==> src/rtl/core/mbgf_pkg.sv <==
// Shared types and constants for the masked binomial grid filter.
package mbgf_pkg;

  localparam int COL_BITS    = 6;
  localparam int ROW_BITS    = 6;
  localparam int ADDR_BITS   = COL_BITS + ROW_BITS;
  localparam int SAMPLE_BITS = 32;
  localparam int VALUE_BITS  = 32;
  localparam int STORE_BITS  = VALUE_BITS + 4;
  localparam int PASS_BITS   = 8;
  localparam int CFG_IDX_BITS  = 3;
  localparam int CFG_DATA_BITS = 8;

  localparam logic [1:0] OP_WRITE = 2'd0;
  localparam logic [1:0] OP_RUN   = 2'd1;
  localparam logic [1:0] OP_READ  = 2'd2;

  localparam logic KIND_READ = 1'b0;
  localparam logic KIND_DONE = 1'b1;

  localparam logic [CFG_IDX_BITS-1:0] CFG_LAST_COL = 3'd0;
  localparam logic [CFG_IDX_BITS-1:0] CFG_LAST_ROW = 3'd1;
  localparam logic [CFG_IDX_BITS-1:0] CFG_PASSES   = 3'd2;
  localparam logic [CFG_IDX_BITS-1:0] CFG_WRAP_J   = 3'd3;
  localparam logic [CFG_IDX_BITS-1:0] CFG_WRAP_K   = 3'd4;

  typedef struct packed {
    logic [1:0]                    op;
    logic [COL_BITS-1:0]           col;
    logic [ROW_BITS-1:0]           row;
    logic signed [SAMPLE_BITS-1:0] sample;
    logic                          blocked;
  } in_item_t;

  typedef struct packed {
    logic                          kind;
    logic signed [SAMPLE_BITS-1:0] result_value;
  } out_item_t;

  typedef enum logic [1:0] {
    FN_ADD,
    FN_ADD_SHR4,
    FN_AVG
  } alu_fn_t;

  typedef struct packed {
    alu_fn_t fn;
    logic    use_self;
  } alu_ctl_t;

endpackage

==> src/rtl/core/mbgf_alu.sv <==
// Shared adder with doubling select, floor shift by four and edge average.
module mbgf_alu (
  input  mbgf_pkg::alu_ctl_t                      ctl,
  input  logic signed [mbgf_pkg::STORE_BITS-1:0]  a,
  input  logic signed [mbgf_pkg::STORE_BITS-1:0]  b,
  output logic signed [mbgf_pkg::STORE_BITS-1:0]  result
);

  logic signed [mbgf_pkg::STORE_BITS:0] sum;
  logic signed [mbgf_pkg::STORE_BITS:0] shr4;
  logic signed [mbgf_pkg::STORE_BITS:0] shr1;
  logic signed [mbgf_pkg::STORE_BITS-1:0] b_sel;

  always_comb begin
    b_sel  = ctl.use_self ? a : b;
    sum    = {a[mbgf_pkg::STORE_BITS-1], a} + {b_sel[mbgf_pkg::STORE_BITS-1], b_sel};
    shr4   = sum >>> 4;
    shr1   = sum >>> 1;
    case (ctl.fn)
      mbgf_pkg::FN_ADD:      result = sum[mbgf_pkg::STORE_BITS-1:0];
      mbgf_pkg::FN_ADD_SHR4: result = shr4[mbgf_pkg::STORE_BITS-1:0];
      mbgf_pkg::FN_AVG:      result = shr1[mbgf_pkg::STORE_BITS-1:0];
      default:               result = sum[mbgf_pkg::STORE_BITS-1:0];
    endcase
  end

endmodule

==> config.mk <==
export PLATFORM = sky130hd
export DESIGN_NAME = mbgf_alu
export DESIGN_NICKNAME = d
export VERILOG_FILES = /design/src/rtl/core/mbgf_pkg.sv /design/src/rtl/core/mbgf_alu.sv
export SDC_FILE = /design/constraint.sdc
export NUM_CORES = 1
export LEC_CHECK = 0
export ABC_AREA = 1
export BUFFER_PORTS_ARGS = -buffer_cell sky130_fd_sc_hd__buf_2
export CORE_UTILIZATION = 55
export DETAILED_ROUTE_END_ITERATION = 6
export PLACE_DENSITY = 0.82
export RECOVER_POWER = 50
export SLEW_MARGIN = 20
export SYNTH_ARGS = -nofsm -noshare
export SYNTH_HDL_FRONTEND = slang
export SYNTH_SLANG_ARGS = --single-unit
==> constraint.sdc <==
create_clock -name vclk -period 3.5
set_input_delay 0.175 -clock vclk [all_inputs]
set_output_delay 0.175 -clock vclk [all_outputs]
set_load 0.01 [all_outputs]
==> results of run 1 <==
[worst max-delay path: stages]
cell and delay, ps:
sky130_fd_sc_hd__buf_2 410, sky130_fd_sc_hd__mux2_2 400, sky130_fd_sc_hd__ha_1 240, sky130_fd_sc_hd__fa_1 470
sky130_fd_sc_hd__nand3_1 140, sky130_fd_sc_hd__nand3_2 130, sky130_fd_sc_hd__nand2_1 100, sky130_fd_sc_hd__nand3_2 90
sky130_fd_sc_hd__nand2_1 90, sky130_fd_sc_hd__nand2_2 90, sky130_fd_sc_hd__nand2_1 100, sky130_fd_sc_hd__nand2_1 50
sky130_fd_sc_hd__nand2_1 110, sky130_fd_sc_hd__nand3_1 100, sky130_fd_sc_hd__nand2_1 130, sky130_fd_sc_hd__nand2_1 50
sky130_fd_sc_hd__nand2_1 80, sky130_fd_sc_hd__buf_2 120
[cells in the final DEF, fill, tap and decap left out, drive strengths merged]
cell type / synthesis / layout
buf: 13 / 107
o21ai: 15 / 15
inv: 104 / 104
nor3: 10 / 10
nand2: 300 / 300
fa: 1 / 1
xor2: 11 / 11
o21bai: 5 / 5
xnor2: 4 / 4
nand4: 2 / 2
a31oi: 13 / 13
nand3: 83 / 83
nand3b: 7 / 7
mux2: 36 / 36
or2: 3 / 3
nor2: 64 / 64
ha: 38 / 38
a21oi: 38 / 38
o2111ai: 1 / 1
clkbuf: 7 / 9
[area by class of cell]
type	instances	area share
inverters	104	0.0858
repair buffers	116	0.131
multi-input cells	631	0.757
well taps	96	0.0264
[through the flow]
stage	util	setup slack [ps]
after floorplan	-	680
after global placement	0.667	353
after global routing	0.662	17.3
after CTS	0.667	294
after detailed placement	0.667	297
final	0.662	238
[worst max path at each step]
stage,startpoint,to,depth (start not counted)
after floorplan,ctl[0],result[11],13
after global placement,ctl[0],result[23],18
after detailed placement,ctl[0],result[20],18
after CTS,ctl[0],result[20],18
after global routing,ctl[0],result[20],18
final,ctl[0],result[20],18
[kinds of logic after synthesis]
group,synth area share
AOI/OAI and AO/OA,0.0995
buffers and inverters,0.123
xor gates and xnor gates,0.0390
and+or+nand+nor,0.510
muxes,0.103
adders and majority gates,0.125
[power breakdown]
| part | switching [mW] | internal, mW |
|---|---|---|
| Sequential | 0 | 0 |
| Combinational | 0.706 | 0.390 |
| Clock | 0 | 0 |
| Total | 0.706 | 0.390 |
[metal layers]
| layer | up-vias | wire length [um] | GRT usage |
|---|---|---|---|
| li1 | 2619 | - | - |
| met1 | 2249 | 6100 | 0.511 |
| met2 | 245 | 5660 | 0.579 |
| met3 | 6 | 1200 | 0.0229 |
| met4 | 0 | 90 | 0.0288 |
| met5 | - | 0 | 0 |
==> results.md, run 1 <==
| Quantity | Reported | Unit |
|---|---|---|
| Area occupied by registers | 0 | um2 |
| I/O pin count | 111 | - |
| Critical path startpoint category | input pin | - |
| Initial core utilization | 0.575 | - |
| Flip-flop and latch count | 0 | - |
| Post-cts repair resize count | 0 | - |
| First-pass DRT Iterations | 5 | - |
| Non-filler instance count after layout | 947 | - |
| Final setup violation count | 0 | - |
| Area growth from synthesis to layout | 15.2 | % |
| Number of I/O port buffers | 111 | - |
| Area used by multi-input combinational logic | 3440 | um2 |
| Antenna-violating nets left | 0 | - |
| Number of global-route vias before repair | 4491 | - |
| Global-route wire length before repair | 21.2 | mm |
| Vias/cell | 5.41 | - |
| List of most frequent post-synthesis cells | sky130_fd_sc_hd__nand2_1 (287), sky130_fd_sc_hd__inv_1 (103), sky130_fd_sc_hd__nand3_1 (74), sky130_fd_sc_hd__nor2_1 (59) | - |
| Endpoint kind of the worst setup timing path | output port | - |
| Power density over the cells | 241 | nW/um2 |
| Synthesis warning total | 0 | - |
| Placed cell count | 947 | - |
| Endpoints failing hold | 0 | - |
| Worst hold-check path type | in -> out | - |
| CP Data Required Time | 3320 | ps |
| Number of cells traversed by the worst hold path | 5 | - |
| Area share of the largest cell type after synthesis | 0.273 | - |
| Total global-route track usage | 0.349 | - |
| Share of the cycle needed by the critical path after routing | 0.932 | - |
| Syn Inst Count | 755 | - |
| Synthesized net count | 869 | - |
| Final weighted congestion in routability-driven placement | 0.993 | - |
| Crit path time final | 3260 | ps |
| Mean Syn Cell Area | 5.23 | um2 |
| Std cell rows | 30 | - |
| Number of max-cap violations | 0 | - |
| Most used standard cell by instance count after synthesis | sky130_fd_sc_hd__nand2_1 | - |
| Antenna diode count | 0 | - |
| Core region area | 6870 | um2 |
| Final hold slack | 863 | ps |
| Number of slew-limit violations in the final report | 0 | - |
| Slew at the pin closest to its max-slew limit | 986 | ps |
| Maximum number of pins on one net before global-route repair | 49 | - |
| Seq/Total Area, Yosys | 0 | - |
| Library cell with the largest summed area after synthesis | sky130_fd_sc_hd__nand2_1 | - |
| Wirelength, routed | 13.1 | mm |
| Startpoint of the tightest hold check path | a[0] | - |
| Post-route DRC violation count | 0 | - |
| Data arrival time of the critical path | 3090 | ps |
| Final Instance Area | 4550 | um2 |
| Wire length per cell after detailed routing | 13.8 | um |
| Total setup buffers inserted after CTS | 0 | - |
| Detailed-route via count | 5119 | - |
| Residual overflow from global routing | 0 | - |
| Setup repair after global routing missed its margin | false | - |
| Number of antenna violations at the first check in global routing | 0 | - |
| Leakage | 2.72 | nW |
| Area post-placement | 4580 | um2 |
| Post-CTS Hold Fix Bufs | 0 | - |
| Dpl hpwl | 11.1 | mm |
| Count of nets after finishing | 967 | - |
| Die width | 86.7 | um |
| Top cells by area in the synthesized netlist | sky130_fd_sc_hd__nand2_1 (27%), sky130_fd_sc_hd__ha_1 (12%), sky130_fd_sc_hd__mux2_2 (10%) | - |
| Result of the run | finished, final reports clean | - |
| Synthesized area | 3950 | um2 |
| Fmax | 0.307 | GHz |
| Chip Height | 86.7 | um |
| Relative slew margins | 0.343 | - |
| Maximum fanout along the worst path | 19 | - |
| Total of fill cells in the finished design | 722 | - |
| First-iteration detailed-routing DRC count | 349 | - |
| Kind of critical path | in -> out | - |
| Capture endpoint of the worst hold path | result[0] | - |
| Total negative setup slack | 0 | ps |
| Fraction of layout instances using a drive strength above 1 | 0.203 | - |
| Sum of internal, switching and leakage power | 1.10 | mW |
| Unique cell type count in the Yosys netlist | 30 | - |
| Clk_buf instances | 0 | - |
| Worst VDD drop | 130 | uV |
| Die area | 7520 | um2 |
Power figures use the tool's default switching activity.
==> run 2: changes to the inputs <==
==> constraint.sdc (replaced) <==
create_clock -name vclk -period 3.5
set_input_delay 0.525 -clock vclk [all_inputs]
set_output_delay 0.525 -clock vclk [all_outputs]
set_load 0.01 [all_outputs]
==> run 2 against run 1 <==
  * Clock-buffer cell count stayed put
  * Power is 19% higher
  * Highest routed layer unchanged
  * Global-route usage is 1.0 points lower
  * Routed wire length is 14% higher
==> results.md, run 2 (synthesis gave the netlist of run 1 again) <==
| Quantity | Reported | Unit | Change |
|---|---|---|---|
| Final cell utilization of the core | 0.772 | - | was 0.662 |
| Int Pwr | 0.512 | mW | was 0.390 mW |
| Residual overflow from global routing | 0 | - | unchanged |
| Kind of critical path | in -> out | - | unchanged |
| Sum of internal, switching and leakage power | 1.30 | mW | was 1.10 mW |
| Number of slew-limit violations in the final report | 0 | - | unchanged |
| Antenna-violating nets left | 0 | - | unchanged |
| Capture endpoint of the worst hold path | result[0] | - | unchanged |
| Data arrival time of the critical path | 2910 | ps | was 3090 ps |
| Total negative setup slack | 0 | ps | unchanged |
| Die width | 86.7 | um | unchanged |
| Relative slew margins | 0.632 | - | was 0.343 |
| Largest delay contributor family on the critical path | buffers and inverters | - | was simple AND/OR/NAND/NOR gates |
| Chip Height | 86.7 | um | unchanged |
| Number of buffers and inverters on the critical path | 4 | - | was 2 |
| Slew at the pin closest to its max-slew limit | 551 | ps | was 986 ps |
| CP cell instances | buf_8 -> clkbuf_16 -> mux2_2 -> ha_2 -> nand2_2 -> buf_4 -> nor2_1 -> nand2_1 -> nand2_2 -> xor2_2 -> nor2_1 -> a31oi_1 -> buf_2 | - | was buf_2 -> mux2_2 -> ha_1 -> fa_1 -> nand3_1 -> nand3_2 -> nand2_1 -> nand3_2 -> nand2_1 -> nand2_2 -> nand2_1 -> nand2_1 -> nand2_1 -> nand3_1 -> nand2_1 -> nand2_1 -> nand2_1 -> buf_2 |
| Flip-flop and latch count | 0 | - | unchanged |
| Power density over the cells | 246 | nW/um2 | was 241 nW/um2 |
| Startpoint of the tightest hold check path | a[0] | - | unchanged |
| Combinational group share of total power | 1.000 | - | about the same |
| Final setup violation count | 0 | - | unchanged |
| Leakage | 2.91 | nW | was 2.72 nW |
| Clk_buf instances | 0 | - | unchanged |
| First-pass DRT Iterations | 6 | - | was 5 |
| Share of the cycle needed by the critical path after routing | 0.983 | - | was 0.932 |
| Placed cell count | 961 | - | was 947 |
| Switching component of the power | 0.793 | mW | was 0.706 mW |
| Sequential group share of total power | 0 | - | about the same |
| Area growth from synthesis to layout | 34.2 | % | was 15.2% |
| Share of total power consumed by net switching | 0.608 | - | was 0.644 |
| Std cell rows | 30 | - | unchanged |
| Endpoint kind of the worst setup timing path | output port | - | unchanged |
| Maximum fanout along the worst path | 7 | - | was 19 |
| Total global-route track usage | 0.339 | - | was 0.349 |
| Critical path startpoint category | input pin | - | unchanged |
| Fraction of layout instances using a drive strength above 1 | 0.342 | - | was 0.203 |
| Worst VDD drop | 146 | uV | was 130 uV |
| Crit path time final | 3440 | ps | was 3260 ps |
| Most common cell after layout, fill and taps aside | sky130_fd_sc_hd__nand2_1 | - | unchanged |
| Clk pwr share | 0 | - | about the same |
| Number of I/O port buffers | 111 | - | unchanged |
| Fmax | 0.291 | GHz | was 0.307 GHz |
| Number of cells traversed by the worst hold path | 5 | - | unchanged |
| Max incr delay on CP | 390 | ps | was 470 ps |
| Final weighted congestion in routability-driven placement | 1.05 | - | was 0.993 |
| Worst hold-check path type | in -> out | - | unchanged |
| Number of antenna violations at the first check in global routing | 0 | - | unchanged |
| Number of gates on the worst path with buffers counted | 13 | - | was 18 |
| Number of global-route vias before repair | 4383 | - | was 4491 |
| I/O pin count | 111 | - | unchanged |
| CP Data Required Time | 2970 | ps | was 3320 ps |
| Total of fill cells in the finished design | 555 | - | was 722 |
| Endpoints failing hold | 0 | - | unchanged |
| Number of max-cap violations | 0 | - | unchanged |
| Cell with the largest stage delay on the worst path | sky130_fd_sc_hd__ha_2 | - | was sky130_fd_sc_hd__fa_1 |
| Initial core utilization | 0.575 | - | unchanged |
| Result of the run | finished, final reports clean | - | unchanged |
| Die area | 7520 | um2 | unchanged |
| Core region area | 6870 | um2 | unchanged |
| Antenna diode count | 0 | - | unchanged |
| Non-filler instance count after layout | 969 | - | was 947 |
| Detailed-route via count | 5457 | - | was 5119 |
| Global-route wire length before repair | 20.5 | mm | was 21.2 mm |
| Area occupied by registers | 0 | um2 | unchanged |
| Area used by multi-input combinational logic | 3950 | um2 | was 3440 um2 |
| Count of nets after finishing | 989 | - | was 967 |
| Wirelength, routed | 14.8 | mm | was 13.1 mm |
| First-iteration detailed-routing DRC count | 512 | - | was 349 |
| Dpl hpwl | 11.2 | mm | was 11.1 mm |
| Wire length per cell after detailed routing | 15.3 | um | was 13.8 um |
| Top library cells by usage in the layout, fill and taps aside | sky130_fd_sc_hd__nand2_1 (265), sky130_fd_sc_hd__buf_2 (110), sky130_fd_sc_hd__inv_1 (103), sky130_fd_sc_hd__nand3_1 (72), sky130_fd_sc_hd__nor2_1 (47) | - | was sky130_fd_sc_hd__nand2_1 (288), sky130_fd_sc_hd__inv_1 (103), sky130_fd_sc_hd__buf_2 (102), sky130_fd_sc_hd__nand3_1 (76), sky130_fd_sc_hd__nor2_1 (59) |
| Vias/cell | 5.63 | - | was 5.41 |
| Maximum number of pins on one net before global-route repair | 38 | - | was 49 |
| Post-route DRC violation count | 0 | - | unchanged |
-- run 2: changes by cell type in the layout (fill, tap and decap cells not counted), moves of 12 or more --
cell and change:
sky130_fd_sc_hd__nor2_1 -12, sky130_fd_sc_hd__nand2_2 +23, sky130_fd_sc_hd__a21oi_1 -20, sky130_fd_sc_hd__buf_4 +17
sky130_fd_sc_hd__a21oi_2 +19, sky130_fd_sc_hd__nor2_2 +12, sky130_fd_sc_hd__ha_4 +20, sky130_fd_sc_hd__ha_1 -29
sky130_fd_sc_hd__nand2_1 -23
-- run 2: how the worst max path moves through the flow --
stage,startpoint,endpoint,slack [ps]
CTS,ctl[0],result[28],6
floorplan,ctl[0],result[11],30
finish,ctl[0],result[14],60
detailed placement,ctl[0],result[33],-70
global route,ctl[0],result[9],-50
global placement,ctl[0],result[33],-70
-- run 2: final cells by class --
type | instances | share of cell area
Timing Repair Buffer | 138 | 0.158
Multi-Input combinational cell | 631 | 0.745
Tap cell | 96 | 0.0227
Inverter | 104 | 0.0737
-- run 2: what timing repair did --
item | 4_1_cts | 5_1_grt
endpoints found under the setup margin | 5 | 29
endpoints found under the hold margin | 0 | 0
setup buffers | 0 | 5
hold buffers | 0 | 0
gates resized for setup | 4 | 109
pin swaps | 0 | 10
cloned | 0 | 3
-- run 2: tightest hold or removal path, delay by kind of cell --
kind / cells / cell delay, ps
buffers and inverters: 2 / 270
adder cells (fa/ha/maj): 1 / 190
AO/OA/AOI/OAI: 1 / 110
AND/OR/NAND/NOR: 1 / 50
-- run 2: through the flow --
stage | instance area (um2) | hold WS (ps) | setup WS, ps
after floorplan | 3950 | 1390 | 27.3
after global placement | 4700 | 1630 | -65.6
after detailed placement | 4700 | 1620 | -66.1
after CTS | 4710 | 1620 | 6.39
after global routing | 5300 | 1700 | -46.8
final | 5300 | 1660 | 61.2
-- run 2: power by group through the flow --
stage	Combinational, mW	Sequential [mW]	Clock [mW]
after floorplan	0.750	0	0
after global placement	1.09	0	0
after detailed placement	1.11	0	0
after CTS	1.12	0	0
after global routing	1.40	0	0
final	1.30	0	0
-- run 2: per-layer routing --
layer / wire [um] / global-route usage / up-vias
met4: 472 / 0.0485 / 0
met3: 1310 / 0.00762 / 52
li1: - / - / 2664
met5: 0 / 0 / -
met2: 6640 / 0.551 / 333
met1: 6430 / 0.505 / 2408
==> run 3: changes to the inputs <==
--- a/config.mk
+++ b/config.mk
@@ -11,6 +11,7 @@
 export DETAILED_ROUTE_END_ITERATION = 6
 export PLACE_DENSITY = 0.82
 export RECOVER_POWER = 50
+export SETUP_SLACK_MARGIN = 0.4
 export SLEW_MARGIN = 20
 export SYNTH_ARGS = -nofsm -noshare
 export SYNTH_HDL_FRONTEND = slang
==> run 3 against run 2 <==
  * The flow now stops in global routing
  * Synthesized area is the same
  * Synthesized cell count is the same
==> results.md, run 3 <==
| Quantity | Reported | Unit | Change |
|---|---|---|---|
| Area post-placement | 4760 | um2 | was 4700 um2 |
| Synthesis warning total | 0 | - | unchanged |
| Worst setup slack before clock tree synthesis | -59.7 | ps | was -66.1 ps |
| Result of the run | stopped before the end | - | was finished, final reports clean |
| Residual overflow from global routing | 213 | - |  |
| Fraction of synthesized cell area in xor and xnor cells | 0.0390 | - | unchanged |
| Std cell rows | 30 | - | unchanged |
| List of most frequent post-synthesis cells | sky130_fd_sc_hd__nand2_1 (287), sky130_fd_sc_hd__inv_1 (103), sky130_fd_sc_hd__nand3_1 (74), sky130_fd_sc_hd__nor2_1 (59) | - | unchanged |
| Synth Area in Adders | 0.125 | - | unchanged |
| Total global-route track usage | 0.842 | - |  |
| Die width | 86.7 | um | unchanged |
| Most used standard cell by instance count after synthesis | sky130_fd_sc_hd__nand2_1 | - | unchanged |
| Dominant combinational cell family by area after synthesis | simple AND/OR/NAND/NOR gates | - | unchanged |
| I/O pin count | 111 | - | unchanged |
| Mean Syn Cell Area | 5.23 | um2 | unchanged |
| Syn Inst Count | 755 | - | unchanged |
| Seq/Total Area, Yosys | 0 | - | unchanged |
| Fraction of the mapped netlist area in compound gates | 0.0995 | - | unchanged |
| Area share of the largest cell type after synthesis | 0.273 | - | unchanged |
| Final weighted congestion in routability-driven placement | 1.01 | - | was 1.05 |
| Dpl hpwl | 11.4 | mm | was 11.2 mm |
| Top cells by area in the synthesized netlist | sky130_fd_sc_hd__nand2_1 (27%), sky130_fd_sc_hd__ha_1 (12%), sky130_fd_sc_hd__mux2_2 (10%) | - | unchanged |
| Synthesized net count | 869 | - | unchanged |
| Worst endpoint kind after the last repair | primary output | - |  |
| Chip Height | 86.7 | um | unchanged |
| Maximum number of pins on one net before global-route repair | 35 | - |  |
| Number of I/O port buffers | 111 | - | unchanged |
| Initial core utilization | 0.575 | - | unchanged |
| Unique cell type count in the Yosys netlist | 30 | - | unchanged |
| Share of synthesized cell area in and, or, nand and nor gates | 0.510 | - | unchanged |
| Post-CTS Hold Fix Bufs | 0 | - | unchanged |
| Library cell with the largest summed area after synthesis | sky130_fd_sc_hd__nand2_1 | - | unchanged |
| Endpoint with the least setup slack after the last global-route repair | result[12] | - |  |
| Halt point of the flow | global routing | - |  |
| Multiplexer share of the synthesized area | 0.103 | - | unchanged |
| Error that ended the run | [ERROR GRT-0232] Routing congestion too high. Check the congestion heatmap in the GUI. | - |  |
| Synthesized area | 3950 | um2 | unchanged |
==> run 3: cell counts after synthesis <==
Identical to the previous run, type by type.
==> run 3: logic make-up after synthesis <==
kind of cell | count (synthesis)
buffers and inverters | 124
muxes | 36
AOI/OAI and AO/OA | 72
and+or+nand+nor | 469
xor gates and xnor gates | 15
adders and majority gates | 39
==> run 3: through the flow <==
| step | instances | utilization | TNS [ps] |
|---|---|---|---|
| 3_5_place_dp | 962 | 0.693 | -142 |
| 3_3_place_gp | 962 | 0.693 | -16.1 |
| 4_1_cts | 984 | 0.838 | 0 |
| 2_1_floorplan | 755 | - | 0 |
==> run 3: per-layer routing <==
metal / track usage / overflow
met5: 0.175 / 0
met4: 0.917 / 57
met3: 0.653 / 7
met2: 1.07 / 142
met1: 0.804 / 7
==> run 3: timing repair <==
| item | in CTS |
|---|---|
| buffers inserted | 20 |
| pin swaps | 47 |
| setup endpoints to repair | 34 |
| gates cloned | 2 |
| gates resized for setup | 174 |
| hold endpoints to repair | 0 |
==> run 4: changes to the inputs <==
--- a/config.mk
+++ b/config.mk
@@ -7,11 +7,10 @@
 export LEC_CHECK = 0
 export ABC_AREA = 1
 export BUFFER_PORTS_ARGS = -buffer_cell sky130_fd_sc_hd__buf_2
-export CORE_UTILIZATION = 55
+export CORE_UTILIZATION = 40
 export DETAILED_ROUTE_END_ITERATION = 6
-export PLACE_DENSITY = 0.82
+export PLACE_DENSITY_LB_ADDON = 0.15
 export RECOVER_POWER = 50
-export SETUP_SLACK_MARGIN = 0.4
 export SLEW_MARGIN = 20
 export SYNTH_ARGS = -nofsm -noshare
 export SYNTH_HDL_FRONTEND = slang
==> run 4 against run 3 <==
  * The run now ends clean
==> results.md, run 4 (synthesis gave the netlist of run 1 again) <==
| Quantity | Reported | Unit | Change |
|---|---|---|---|
| I/O pin count | 111 | - | unchanged |
| Maximum number of pins on one net before global-route repair | 26 | - |  |
| Fmax | 0.291 | GHz |  |
| CP cell instances | buf_6 -> buf_12 -> mux2_2 -> ha_2 -> nand2_2 -> nor2_2 -> inv_1 -> nor3_2 -> nand2_2 -> nand2_4 -> nand2_2 -> nand2_1 -> nand2_2 -> nand3_1 -> nand2_1 -> nand2_1 -> nand2_1 -> buf_2 | - |  |
| Sequential group share of total power | 0 | - |  |
| Sum of internal, switching and leakage power | 1.48 | mW |  |
| Dpl hpwl | 12.2 | mm | was 11.4 mm |
| Worst VDD drop | 108 | uV |  |
| Combinational group share of total power | 1.000 | - |  |
| Total of fill cells in the finished design | 943 | - |  |
| Share of total power consumed by net switching | 0.566 | - |  |
| Final cell utilization of the core | 0.641 | - |  |
| Final weighted congestion in routability-driven placement | 0.921 | - | was 1.01 |
| CP Data Required Time | 2970 | ps |  |
| First-iteration detailed-routing DRC count | 279 | - |  |
| Final setup violation count | 0 | - |  |
| Clk pwr share | 0 | - |  |
| Number of antenna violations at the first check in global routing | 0 | - |  |
| Cell with the largest stage delay on the worst path | sky130_fd_sc_hd__ha_2 | - |  |
| Number of global-route vias before repair | 4771 | - |  |
| Count of nets after finishing | 1057 | - |  |
| Worst hold-check path type | in -> out | - |  |
| Final Worst Setup Slack | 60.2 | ps |  |
| Detailed-route via count | 5390 | - |  |
| Final hold slack | 1600 | ps |  |
| Int Pwr | 0.642 | mW |  |
| Leakage | 3.28 | nW |  |
| Share of the cycle needed by the critical path after routing | 0.983 | - |  |
| Global-route wire length before repair | 22.8 | mm |  |
| Initial core utilization | 0.419 | - | was 0.575 |
| Kind of critical path | in -> out | - |  |
| Crit path time final | 3440 | ps |  |
| Number of slew-limit violations in the final report | 0 | - |  |
| Clk_buf instances | 0 | - |  |
| Wire length per cell after detailed routing | 14.1 | um |  |
| Antenna-violating nets left | 0 | - |  |
| Post-route DRC violation count | 0 | - |  |
| Setup repair after global routing missed its margin | true | - |  |
| Total global-route track usage | 0.277 | - |  |
| Chip Height | 101 | um | was 86.7 um |
| Area growth from synthesis to layout | 52.9 | % |  |
| Fraction of layout instances using a drive strength above 1 | 0.425 | - |  |
| Vias/cell | 5.04 | - |  |
| First-pass DRT Iterations | 5 | - |  |
| Total negative setup slack | 0 | ps |  |
| Switching component of the power | 0.838 | mW |  |
| Top library cells by usage in the layout, fill and taps aside | sky130_fd_sc_hd__nand2_1 (245), sky130_fd_sc_hd__buf_2 (109), sky130_fd_sc_hd__inv_1 (101), sky130_fd_sc_hd__buf_4 (92), sky130_fd_sc_hd__nand3_1 (59) | - |  |
| Antenna diode count | 0 | - |  |
| Power density over the cells | 245 | nW/um2 |  |
| Core region area | 9420 | um2 |  |
| Wirelength, routed | 15.1 | mm |  |
| Data arrival time of the critical path | 2910 | ps |  |
| Die width | 101 | um | was 86.7 um |
| Number of max-cap violations | 0 | - |  |
| Slew at the pin closest to its max-slew limit | 636 | ps |  |
| Flip-flop and latch count | 0 | - |  |
| Endpoints failing hold | 0 | - |  |
| Std cell rows | 35 | - | was 30 |
| Worst setup slack before clock tree synthesis | -104 | ps | was -59.7 ps |
| Endpoint kind of the worst setup timing path | output port | - |  |
| Max incr delay on CP | 370 | ps |  |
| Most common cell after layout, fill and taps aside | sky130_fd_sc_hd__nand2_1 | - |  |
| Post-CTS Hold Fix Bufs | 0 | - | unchanged |
| Maximum fanout along the worst path | 13 | - |  |
| Result of the run | finished, final reports clean | - | was stopped before the end |
| Relative slew margins | 0.576 | - |  |
| Die area | 10300 | um2 |  |
| Critical path startpoint category | input pin | - |  |
| Area occupied by registers | 0 | um2 |  |
| Residual overflow from global routing | 0 | - |  |
| Number of I/O port buffers | 111 | - | unchanged |
## run 4: stage by stage
step	area (um2)	cells
detailed placement	5240	1061
floorplan	3950	755
finish	6040	1070
global placement	5240	1061
global route	6040	1070
CTS	5290	1061
## run 4: worst paths after layout
kind / startpoint / to / cells after the start
setup / recovery: ctl[0] / result[22] / 18
hold / removal: a[0] / result[0] / 5
## run 4: repair_timing
action	in CTS	in global routing
buffers inserted	0	8
resized for setup	13	143
endpoints found under the setup margin	16	33
gates cloned	0	1
pin swaps	0	33
## run 4: cell type report
class / count / area (um2) / area share
repair buffers: 206 / 1320 / 0.218
well taps: 129 / 161 / 0.0267
multi-input cells: 631 / 4170 / 0.691
inverters: 104 / 390 / 0.0647
## run 4: power by group through the flow
stage               Sequential, mW  Clock (mW)  Combinational (mW)
floorplan                        0           0               0.750
global placement                 0           0                1.24
detailed placement               0           0                1.26
CTS                              0           0                1.28
global route                     0           0                1.62
finish                           0           0                1.48
## run 4: layer usage
layer | share of wire | track usage
met5 | 0 | 0
met3 | 0.043 | 0.00414
met2 | 0.46 | 0.459
met4 | 0.0090 | 0.0145
met1 | 0.49 | 0.416
## run 4: critical path, delay by kind of cell
kind	cells	cell delay, ps
buffers and inverters	4	510
multiplexers	1	340
AND/OR/NAND/NOR	12	1140
adder cells (fa/ha/maj)	1	370
